--- config.mk ---
export PLATFORM = sky130hd
export DESIGN_NAME = min_max_svpwm_triangle_modulator_unit
export DESIGN_NICKNAME = d
export VERILOG_FILES = /design/src/hw/rtl/mmsvpwm_pkg.sv /design/src/hw/rtl/mmsvpwm_ctrl.sv /design/src/hw/rtl/mmsvpwm_dp.sv /design/src/hw/rtl/min_max_svpwm_triangle_modulator_unit.sv
export SDC_FILE = /design/constraint.sdc
export NUM_CORES = 2
export LEC_CHECK = 0
export BUFFER_PORTS_ARGS = -buffer_cell sky130_fd_sc_hd__buf_2
export CELL_PAD_IN_SITES_DETAIL_PLACEMENT = 0
export CELL_PAD_IN_SITES_GLOBAL_PLACEMENT = 2
export CORE_MARGIN = 2
export CORE_UTILIZATION = 43
export DETAILED_ROUTE_END_ITERATION = 6
export GPL_ROUTABILITY_DRIVEN = 0
export PLACE_DENSITY = 0.86
export SKIP_LAST_GASP = 1
export SLEW_MARGIN = 10
export SYNTH_ARGS = -nofsm -noshare
export SYNTH_HDL_FRONTEND = slang
export SYNTH_SLANG_ARGS = --single-unit
export TNS_END_PERCENT = 20
--- constraint.sdc ---
create_clock -name clk -period 11.3 [get_ports clk]
set_clock_uncertainty 0.2 [all_clocks]
set_input_delay 2.825 -clock clk [delete_from_list [all_inputs] [get_ports clk]]
set_output_delay 2.825 -clock clk [all_outputs]
set_load 0.05 [all_outputs]
--- src/hw/rtl/mmsvpwm_pkg.sv ---
`timescale 1ns / 1ps
`default_nettype none

package mmsvpwm_pkg;

    // Field widths
    localparam int REF_BITS       = 16;
    localparam int PERIOD_BITS    = 16;
    localparam int DUTY_BITS      = 18;
    localparam int OUT_COUNT_BITS = 16;
    localparam int GATE_BITS      = 6;

    // 2/sqrt(3) held as K_SCALE / 2^K_SHIFT
    localparam int                 K_BITS  = 25;
    localparam logic [K_BITS-1:0]  K_SCALE = 25'd19372660;
    localparam int                 K_SHIFT = 24;

    // K * period product, split in two chunks for the shared multiplier
    localparam int KP_BITS    = K_BITS + PERIOD_BITS;
    localparam int KP_LO_BITS = 21;
    localparam int KP_HI_BITS = KP_BITS - KP_LO_BITS;

    localparam logic [PERIOD_BITS-1:0] PERIOD_RESET = 16'd1000;

    // Stream packing
    localparam int S_DATA_BITS = 56;
    localparam int M_DATA_BITS = 24;
    localparam int S_EN_BIT    = 0;
    localparam int S_REF_A_LSB = 1;
    localparam int S_REF_B_LSB = 17;
    localparam int S_REF_C_LSB = 33;
    localparam int M_COUNT_LSB = 6;
    localparam int M_UPD_BIT   = 22;
    localparam int M_PAD_BITS  = M_DATA_BITS - M_UPD_BIT - 1;

    // Phase index codes
    localparam logic [1:0] PHASE_A = 2'd0;
    localparam logic [1:0] PHASE_C = 2'd2;

    // Controller to datapath commands
    typedef struct packed {
        logic       accept;
        logic       load_direct;
        logic       minmax;
        logic       wsum;
        logic       mul_hi;
        logic       mul_lo;
        logic       acc;
        logic       duty;
        logic       load_final;
        logic [1:0] phase;
    } mmsvpwm_cmd_t;

    // Datapath to controller status
    typedef struct packed {
        logic update_hit;
        logic out_free;
    } mmsvpwm_status_t;

endpackage

`default_nettype wire

--- src/hw/rtl/mmsvpwm_ctrl.sv ---
`timescale 1ns / 1ps
`default_nettype none

module mmsvpwm_ctrl
    import mmsvpwm_pkg::*;
(
    input  wire logic            clk,
    input  wire logic            rst_n,
    input  wire logic            s_tvalid,
    output logic                 s_tready,
    input  mmsvpwm_status_t      status,
    output mmsvpwm_cmd_t         cmd
);

    localparam logic [2:0] ST_IDLE   = 3'd0;
    localparam logic [2:0] ST_MINMAX = 3'd1;
    localparam logic [2:0] ST_WSUM   = 3'd2;
    localparam logic [2:0] ST_MUL_HI = 3'd3;
    localparam logic [2:0] ST_MUL_LO = 3'd4;
    localparam logic [2:0] ST_ACC    = 3'd5;
    localparam logic [2:0] ST_DUTY   = 3'd6;
    localparam logic [2:0] ST_GATES  = 3'd7;

    logic [2:0] state_reg;
    logic [2:0] state_next;
    logic [1:0] phase_reg;
    logic [1:0] phase_next;
    logic       accept;

    // Take an item only when idle and the output register can take its result
    assign s_tready = (state_reg == ST_IDLE) && status.out_free;
    assign accept   = s_tvalid && s_tready;

    // Next state and commands
    always_comb
    begin
        cmd        = '0;
        cmd.phase  = phase_reg;
        state_next = state_reg;
        phase_next = phase_reg;
        unique case (state_reg)
            ST_IDLE:
            begin
                cmd.accept = accept;
                if (accept)
                begin
                    if (status.update_hit)
                    begin
                        state_next = ST_MINMAX;
                        phase_next = PHASE_A;
                    end
                    else
                    begin
                        cmd.load_direct = 1'b1;
                    end
                end
            end
            ST_MINMAX:
            begin
                cmd.minmax = 1'b1;
                state_next = ST_WSUM;
            end
            ST_WSUM:
            begin
                cmd.wsum   = 1'b1;
                state_next = ST_MUL_HI;
            end
            ST_MUL_HI:
            begin
                cmd.mul_hi = 1'b1;
                state_next = ST_MUL_LO;
            end
            ST_MUL_LO:
            begin
                cmd.mul_lo = 1'b1;
                state_next = ST_ACC;
            end
            ST_ACC:
            begin
                cmd.acc    = 1'b1;
                state_next = ST_DUTY;
            end
            ST_DUTY:
            begin
                cmd.duty = 1'b1;
                if (phase_reg == PHASE_C)
                begin
                    state_next = ST_GATES;
                end
                else
                begin
                    phase_next = phase_reg + 2'd1;
                    state_next = ST_MUL_HI;
                end
            end
            ST_GATES:
            begin
                if (status.out_free)
                begin
                    cmd.load_final = 1'b1;
                    state_next     = ST_IDLE;
                end
            end
            default:
            begin
                state_next = ST_IDLE;
            end
        endcase
    end

    // State registers
    always_ff @(posedge clk or negedge rst_n)
    begin
        if (!rst_n)
        begin
            state_reg <= ST_IDLE;
            phase_reg <= PHASE_A;
        end
        else
        begin
            state_reg <= state_next;
            phase_reg <= phase_next;
        end
    end

endmodule

`default_nettype wire

--- src/hw/rtl/mmsvpwm_dp.sv ---
`timescale 1ns / 1ps
`default_nettype none

module mmsvpwm_dp
    import mmsvpwm_pkg::*;
#(
    parameter int COUNT_BITS    = 16,
    parameter int REF_FRAC_BITS = 14
)
(
    input  wire logic                   clk,
    input  wire logic                   rst_n,
    input  wire logic                   cfg_we,
    input  wire logic [PERIOD_BITS-1:0] cfg_data,
    input  wire logic [S_DATA_BITS-1:0] s_tdata,
    input  wire logic                   m_tready,
    output logic                        m_tvalid,
    output logic [M_DATA_BITS-1:0]      m_tdata,
    input  mmsvpwm_cmd_t                cmd,
    output mmsvpwm_status_t             status
);

    localparam int CW      = (COUNT_BITS > PERIOD_BITS) ? COUNT_BITS : PERIOD_BITS;
    localparam int V_W     = (REF_FRAC_BITS + 2 < REF_BITS) ? REF_FRAC_BITS + 2 : REF_BITS;
    localparam int S_W     = V_W + 1;
    localparam int W_W     = V_W + 2;
    localparam int MUL_W   = W_W + KP_LO_BITS + 1;
    localparam int ACC_W   = W_W + KP_BITS + 1;
    localparam int Q_SHIFT = REF_FRAC_BITS + K_SHIFT + 1;
    localparam int DQ_W    = DUTY_BITS + 2;
    localparam int CMP_W   = ((COUNT_BITS > DUTY_BITS) ? COUNT_BITS : DUTY_BITS) + 1;

    localparam logic signed [32:0] REF_ONE     = 33'sd1 <<< REF_FRAC_BITS;
    localparam logic signed [32:0] REF_NEG_ONE = -REF_ONE;

    // Clamp a raw reference to +-1.0
    function automatic logic signed [V_W-1:0] clamp_ref(input logic signed [REF_BITS-1:0] raw);
        logic signed [32:0] x;
        x = 33'(raw);
        if (x > REF_ONE)
        begin
            x = REF_ONE;
        end
        else if (x < REF_NEG_ONE)
        begin
            x = REF_NEG_ONE;
        end
        return x[V_W-1:0];
    endfunction

    // Upper gate: duty at or above the count, signed compare
    function automatic logic gate_up(input logic signed [DUTY_BITS-1:0] d,
                                     input logic [COUNT_BITS-1:0] c);
        logic signed [CMP_W-1:0] de;
        logic signed [CMP_W-1:0] ce;
        de = CMP_W'(d);
        ce = $signed(CMP_W'(c));
        return de >= ce;
    endfunction

    // Carrier and duty state
    logic [PERIOD_BITS-1:0]       period_reg;
    logic [COUNT_BITS-1:0]        counter_reg;
    logic                         down_reg;
    logic                         down_next;
    logic signed [DUTY_BITS-1:0]  duty_reg [3];

    // Per-update working registers
    logic                         enable_reg;
    logic signed [V_W-1:0]        v_reg [3];
    logic signed [S_W-1:0]        sum_reg;
    logic [KP_BITS-1:0]           kp_reg;
    logic signed [W_W-1:0]        w_reg [3];
    logic signed [MUL_W-1:0]      mul_reg;
    logic signed [MUL_W-1:0]      prod_hi_reg;
    logic signed [ACC_W-1:0]      acc_reg;

    // Output register
    logic                         out_valid_reg;
    logic                         out_valid_next;
    logic [M_DATA_BITS-1:0]       m_data_reg;

    // Counter step
    logic [COUNT_BITS-1:0]        cnt_step;
    logic [CW-1:0]                step_w;
    logic [CW-1:0]                period_w;
    logic                         step_hit;
    logic                         step_ge;
    logic                         step_zero;

    assign cnt_step  = down_reg ? counter_reg - COUNT_BITS'(1) : counter_reg + COUNT_BITS'(1);
    assign step_w    = CW'(cnt_step);
    assign period_w  = CW'(period_reg);
    assign step_hit  = (step_w == period_w);
    assign step_ge   = (step_w >= period_w);
    assign step_zero = (cnt_step == '0);

    // Reaching zero turns up and wins over reaching the period
    always_comb
    begin
        priority if (step_zero)
        begin
            down_next = 1'b0;
        end
        else if (step_ge)
        begin
            down_next = 1'b1;
        end
        else
        begin
            down_next = down_reg;
        end
    end

    // Min and max of the clamped references
    logic signed [V_W-1:0] lo_ab;
    logic signed [V_W-1:0] lo_all;
    logic signed [V_W-1:0] hi_ab;
    logic signed [V_W-1:0] hi_all;

    assign lo_ab  = (v_reg[1] < v_reg[0]) ? v_reg[1] : v_reg[0];
    assign lo_all = (v_reg[2] < lo_ab) ? v_reg[2] : lo_ab;
    assign hi_ab  = (v_reg[1] > v_reg[0]) ? v_reg[1] : v_reg[0];
    assign hi_all = (v_reg[2] > hi_ab) ? v_reg[2] : hi_ab;

    // Shared multiplier: w times one chunk of K * period
    logic signed [KP_LO_BITS:0]   kp_chunk;
    logic signed [W_W-1:0]        w_sel;
    logic signed [MUL_W-1:0]      mul_prod;

    assign kp_chunk = cmd.mul_hi
                      ? $signed({1'b0, KP_LO_BITS'(kp_reg[KP_BITS-1:KP_LO_BITS])})
                      : $signed({1'b0, kp_reg[KP_LO_BITS-1:0]});
    assign w_sel    = w_reg[cmd.phase];
    assign mul_prod = MUL_W'(w_sel) * MUL_W'(kp_chunk);

    // Recombine the two partial products
    logic signed [ACC_W-1:0]      acc_next;

    assign acc_next = (ACC_W'(prod_hi_reg) <<< KP_LO_BITS) + ACC_W'(mul_reg);

    // duty = floor((P + 1 + floor(K*w*P / 2^Q_SHIFT)) / 2)
    logic signed [ACC_W-1:0]      q_full;
    logic signed [DQ_W-1:0]       q_val;
    logic signed [DQ_W-1:0]       duty_sum;
    logic signed [DUTY_BITS-1:0]  duty_new;

    assign q_full   = acc_reg >>> Q_SHIFT;
    assign q_val    = q_full[DQ_W-1:0];
    assign duty_sum = $signed(DQ_W'(period_reg)) + $signed(DQ_W'(1)) + q_val;
    assign duty_new = duty_sum[DUTY_BITS:1];

    // Gate compare against the count after this tick
    logic [COUNT_BITS-1:0]        cmp_count;
    logic [CW-1:0]                cmp_count_w;
    logic                         gate_en;
    logic                         up_a;
    logic                         up_b;
    logic                         up_c;
    logic [GATE_BITS-1:0]         gates;
    logic                         out_load;

    assign cmp_count   = cmd.load_direct ? cnt_step : counter_reg;
    assign cmp_count_w = CW'(cmp_count);
    assign gate_en     = cmd.load_direct ? s_tdata[S_EN_BIT] : enable_reg;
    assign up_a        = gate_up(duty_reg[0], cmp_count);
    assign up_b        = gate_up(duty_reg[1], cmp_count);
    assign up_c        = gate_up(duty_reg[2], cmp_count);
    assign gates       = gate_en ? {~up_c, up_c, ~up_b, up_b, ~up_a, up_a} : '0;
    assign out_load    = cmd.load_direct || cmd.load_final;

    // Output register handshake
    always_comb
    begin
        priority if (out_load)
        begin
            out_valid_next = 1'b1;
        end
        else if (m_tready)
        begin
            out_valid_next = 1'b0;
        end
        else
        begin
            out_valid_next = out_valid_reg;
        end
    end

    // State with reset values
    always_ff @(posedge clk or negedge rst_n)
    begin
        if (!rst_n)
        begin
            period_reg    <= PERIOD_RESET;
            counter_reg   <= '0;
            down_reg      <= 1'b0;
            out_valid_reg <= 1'b0;
            for (int i = 0; i < 3; i++)
            begin
                duty_reg[i] <= '0;
            end
        end
        else
        begin
            if (cfg_we)
            begin
                period_reg <= cfg_data;
            end
            if (cmd.accept)
            begin
                counter_reg <= cnt_step;
                down_reg    <= down_next;
            end
            if (cmd.duty)
            begin
                duty_reg[cmd.phase] <= duty_new;
            end
            out_valid_reg <= out_valid_next;
        end
    end

    // Working registers and output payload
    always_ff @(posedge clk)
    begin
        if (cmd.accept)
        begin
            enable_reg <= s_tdata[S_EN_BIT];
            v_reg[0]   <= clamp_ref(s_tdata[S_REF_A_LSB +: REF_BITS]);
            v_reg[1]   <= clamp_ref(s_tdata[S_REF_B_LSB +: REF_BITS]);
            v_reg[2]   <= clamp_ref(s_tdata[S_REF_C_LSB +: REF_BITS]);
        end
        if (cmd.minmax)
        begin
            sum_reg <= S_W'(lo_all) + S_W'(hi_all);
            kp_reg  <= KP_BITS'(K_SCALE) * KP_BITS'(period_reg);
        end
        if (cmd.wsum)
        begin
            for (int i = 0; i < 3; i++)
            begin
                w_reg[i] <= (W_W'(v_reg[i]) <<< 1) - W_W'(sum_reg);
            end
        end
        if (cmd.mul_hi || cmd.mul_lo)
        begin
            mul_reg <= mul_prod;
        end
        if (cmd.mul_lo)
        begin
            prod_hi_reg <= mul_reg;
        end
        if (cmd.acc)
        begin
            acc_reg <= acc_next;
        end
        if (out_load)
        begin
            m_data_reg <= {M_PAD_BITS'(0), cmd.load_final,
                           cmp_count_w[OUT_COUNT_BITS-1:0], gates};
        end
    end

    assign m_tvalid          = out_valid_reg;
    assign m_tdata           = m_data_reg;
    assign status.update_hit = step_hit;
    assign status.out_free   = !out_valid_reg || m_tready;

endmodule

`default_nettype wire

--- src/hw/rtl/min_max_svpwm_triangle_modulator_unit.sv ---
// On an ordinary carrier tick the result is registered as the item is accepted.
// When the count reaches the period, min/max and weighted sum come first, then the
//   shared multiplier runs two partial products per phase over the three phases.
// Throughput: one item per cycle while the output is free, none in an update.
// Reset (rst_n, async, active low): count 0 counting up, duties 0, period 1000,
//   output empty.
`timescale 1ns / 1ps
`default_nettype none

module min_max_svpwm_triangle_modulator_unit
    import mmsvpwm_pkg::*;
#(
    parameter int COUNT_BITS    = 16,
    parameter int REF_FRAC_BITS = 14
)
(
    input  wire logic                   clk,
    input  wire logic                   rst_n,
    // Carrier period register write
    input  wire logic                   cfg_valid,
    output logic                        cfg_ready,
    input  wire logic [PERIOD_BITS-1:0] cfg_data,
    // Tick items
    input  wire logic                   s_axis_tvalid,
    output logic                        s_axis_tready,
    // [0] enable, [16:1] ref_a, [32:17] ref_b, [48:33] ref_c, [55:49] zero
    input  wire logic [S_DATA_BITS-1:0] s_axis_tdata,
    // Result items
    output logic                        m_axis_tvalid,
    input  wire logic                   m_axis_tready,
    // [0] gate_a_upper, [1] gate_a_lower, [2] gate_b_upper, [3] gate_b_lower,
    // [4] gate_c_upper, [5] gate_c_lower, [21:6] carrier_count,
    // [22] duties_updated, [23] zero
    output logic [M_DATA_BITS-1:0]      m_axis_tdata
);

    mmsvpwm_cmd_t    cmd;
    mmsvpwm_status_t status;

    // Period register is always writable
    assign cfg_ready = 1'b1;

    mmsvpwm_ctrl u_ctrl (
        .clk      (clk),
        .rst_n    (rst_n),
        .s_tvalid (s_axis_tvalid),
        .s_tready (s_axis_tready),
        .status   (status),
        .cmd      (cmd)
    );

    mmsvpwm_dp #(
        .COUNT_BITS    (COUNT_BITS),
        .REF_FRAC_BITS (REF_FRAC_BITS)
    ) u_dp (
        .clk      (clk),
        .rst_n    (rst_n),
        .cfg_we   (cfg_valid && cfg_ready),
        .cfg_data (cfg_data),
        .s_tdata  (s_axis_tdata),
        .m_tready (m_axis_tready),
        .m_tvalid (m_axis_tvalid),
        .m_tdata  (m_axis_tdata),
        .cmd      (cmd),
        .status   (status)
    );

endmodule

`default_nettype wire

==> results.py <==
metrics = {
    "timing": {
        "fin_crit_ps": 9150,
        "rsz0062_at_grt": "no",
        "slew_headroom_pct": 23.0,
        "post-route-period-util_pct": 81.0,
        "tns_ps": 0,
        "drv_slew": 0,
        "whs_ps": 213,
        "setup-violations-final": 0,
        "worstMarginPinSlew_ps": 1150,
        "hold_violations": 0,
        "fmax_mhz": 109,
    },
    "clock_tree": {
        "clk-insertion-delay-late_ps": 610,
        "htree_levels": 2,
        "cts_root_buf": "clkbuf_16",
        "cts.path.max_buffers": 3,
        "cts-buffers-inserted": 45,
        "ctsHoldBuffers": 0,
        "postCtsSetupRepairBufs": 0,
        "cts_tree": "yes",
        "clk_pin_slew_worst_paths_ps": 70,
        "clock-sinks": 369,
        "ctsResizeCount": 0,
    },
    "detailed_routing": {
        "vias_per_cell": 5.16,
        "ant_nets": 0,
        "drt_wl_total_mm": 105,
        "wl_per_cell_um": 19.0,
        "drtIter0Drc": 1695,
        "via_count": 28506,
        "dr.pass1.iters": 7,
        "drc": 0,
    },
    "placed_design": {
        "dp_hpwl_mm": 86.6,
        "placedCellCount": 5440,
        "portBuffers": 94,
    },
    "floorplanning": {
        "dieHeight_um": 311,
        "ios": 104,
        "fp-row-count": 112,
        "die_x_um": 311,
        "start_util_pct": 43.3,
        "die-area_sq_mm": 0.0964,
        "core_area_sq_mm": 0.0932,
    },
    "hold_path": {
        "hp-class": "flop to flop",
    },
    "logic_synthesis": {
        "async_reset_ff_share_pct": 25.2,
        "synth_top_cells_by_area": "fa_1 (21%), edfxtp_1 (21%), ha_1 (17%), inv_1 (6.3%), dfrtp_1 (5.4%)",
        "synthTopCellsByCount": "inv_1 (673), ha_1 (545), nand2_1 (498)",
        "synth_nets": 5174,
        "synth_top_cell_by_area": "fa_1",
        "syn_avg_cell_area_sq_um": 9.80,
        "syn_inst": 4123,
        "yosys.cell_count.top_type": "inv_1",
        "synth.distinct_cells": 77,
        "synth_ff_type": "edfxtp_1",
        "synth_edf_count": 276,
        "synth_top_area_share_pct": 21.3,
        "synth.cell_area_sq_mm": 0.0404,
        "yosysSeqAreaShare_pct": 26.3,
        "yosys_warnings": 0,
        "ys_ff_latch": 369,
    },
    "global_route": {
        "grt_util_met3_pct": 2.97,
        "grt_overflow": 0,
        "grt.total_usage_pct": 22.0,
        "antenna_found_initial": 1,
        "grt_pass1_vias": 29381,
        "grt_max_degree": 64,
        "grt_use_met2_pct": 38.6,
        "grt_pass1_wl_mm": 166,
        "grt-busiest-layer": "met2",
        "use_met1_pct": 28.1,
    },
    "final_layout": {
        "n_fill_cell": 8899,
        "fin_cells": 5523,
        "antenna_cells": 0,
        "largest_reg_flops": 54,
        "fin_nets": 5284,
        "area_delta_synth_final_pct": 9.30,
        "drive_gt1_share_pct": 6.82,
        "fin_util_pct": 47.4,
    },
    "worst_setup_path": {
        "critPathMaxFanout": 28,
        "end_kind": "flop",
        "arrival_ps": 9280,
        "path_class": "flop to flop",
        "crit_path_start_kind": "flop",
        "crit_required_ps": 11430,
    },
    "flow_run": {
        "maxCapViolCount": 0,
    },
    "outcome": {
        "outcome": "complete, no violations",
    },
}
## logic make-up after synthesis
| family | Yosys count | share of synthesized area [%] |
|---|---|---|
| and+or+nand+nor | 1164 | 13.0 |
| adders and majority gates | 974 | 38.1 |
| buffers and inverters | 768 | 7.19 |
| AOI/OAI and AO/OA | 571 | 9.03 |
| DFF | 369 | 26.3 |
| xor gates and xnor gates | 164 | 3.56 |
| muxes | 111 | 2.79 |
| other | 2 | 0.0186 |
## path summary, 6_finish.rpt
kind	start	slack, ps	to	cells past startpoint
worst min register to register	u_dp.mul_reg[7]	210	u_dp.prod_hi_reg[7]	0
worst max-delay path	u_ctrl.state_reg[1]	2150	u_dp.mul_reg[36]	26
min in group asynchronous	rst_n	1970	u_dp.duty_reg[37]	1
worst max register to register	u_ctrl.state_reg[1]	2150	u_dp.mul_reg[36]	26
max in group asynchronous	rst_n	7710	u_dp.period_reg[15]	2
worst min-delay path	u_dp.mul_reg[7]	210	u_dp.prod_hi_reg[7]	0
## routing by layer
metal  wire length, um  vias to the layer above  part of all wire, %
met5                 0                        -                    0
met4              3670                        0                  3.5
met3              4430                      172                  4.2
met2             51700                      568                   49
met1             45000                    13836                   43
li1                  -                    13930                    -
## placed cells by master (no fill, tap or decap), drive strengths merged, types with 8 or more instances in the layout
cell / count
inv: 675
ha: 545
nand2: 498
fa: 429
nor2: 297
edfxtp: 276
o21ai: 168
buf: 157
a21oi: 131
xnor2: 120
mux2i: 98
dfrtp: 87
a21o: 67
and2: 60
nand3: 57
clkbuf: 50
nor3: 46
nor2b: 45
xor2: 44
o21a: 38
nand2b: 32
nand4: 31
and3: 22
o21bai: 22
a211oi: 19
a21boi: 18
clkinv: 18
nor4: 16
or2: 15
mux2: 13
a211o: 11
a31oi: 11
o22ai: 10
o211ai: 9
or3: 8
o2111ai: 8
clkinvlp: 8
## metrics by stage
step,setup WS [ps],cell area [sq um]
final,2150,44200
after global routing,1650,44200
after CTS,2130,44200
after detailed placement,2200,42600
after global placement,2260,42600
after floorplan,3360,40400
## worst max-delay path: stages, from the launching register on
cell	delay (ps)
dfrtp_1	610
nand2_1	270
nor2_4	700
buf_4	370
mux2i_1	310
buf_4	230
nor2_1	80
fa_1	540
inv_1	50
fa_1	450
fa_1	500
fa_1	560
inv_1	50
fa_1	470
inv_1	50
fa_1	470
inv_1	40
ha_1	340
a21o_1	180
a21oi_1	400
a31oi_1	280
a2111oi_2	550
o21ai_0	240
and4_1	260
o221a_2	300
o41ai_2	240
xnor2_1	100
## layout make-up
type	count	area, sq um	area share [%]
well taps	1254	1570	3.55
inverters	674	2530	5.73
repair buffers	157	946	2.14
multi-input cells	2986	26900	61.0
flip-flops and latches	369	10600	24.1
clock buffers	50	1180	2.66
clock inverters	33	375	0.850
Power is left out: the tool's default activity adds up to more than one toggle a clock period on the data nets, which glitch-free logic cannot reach.
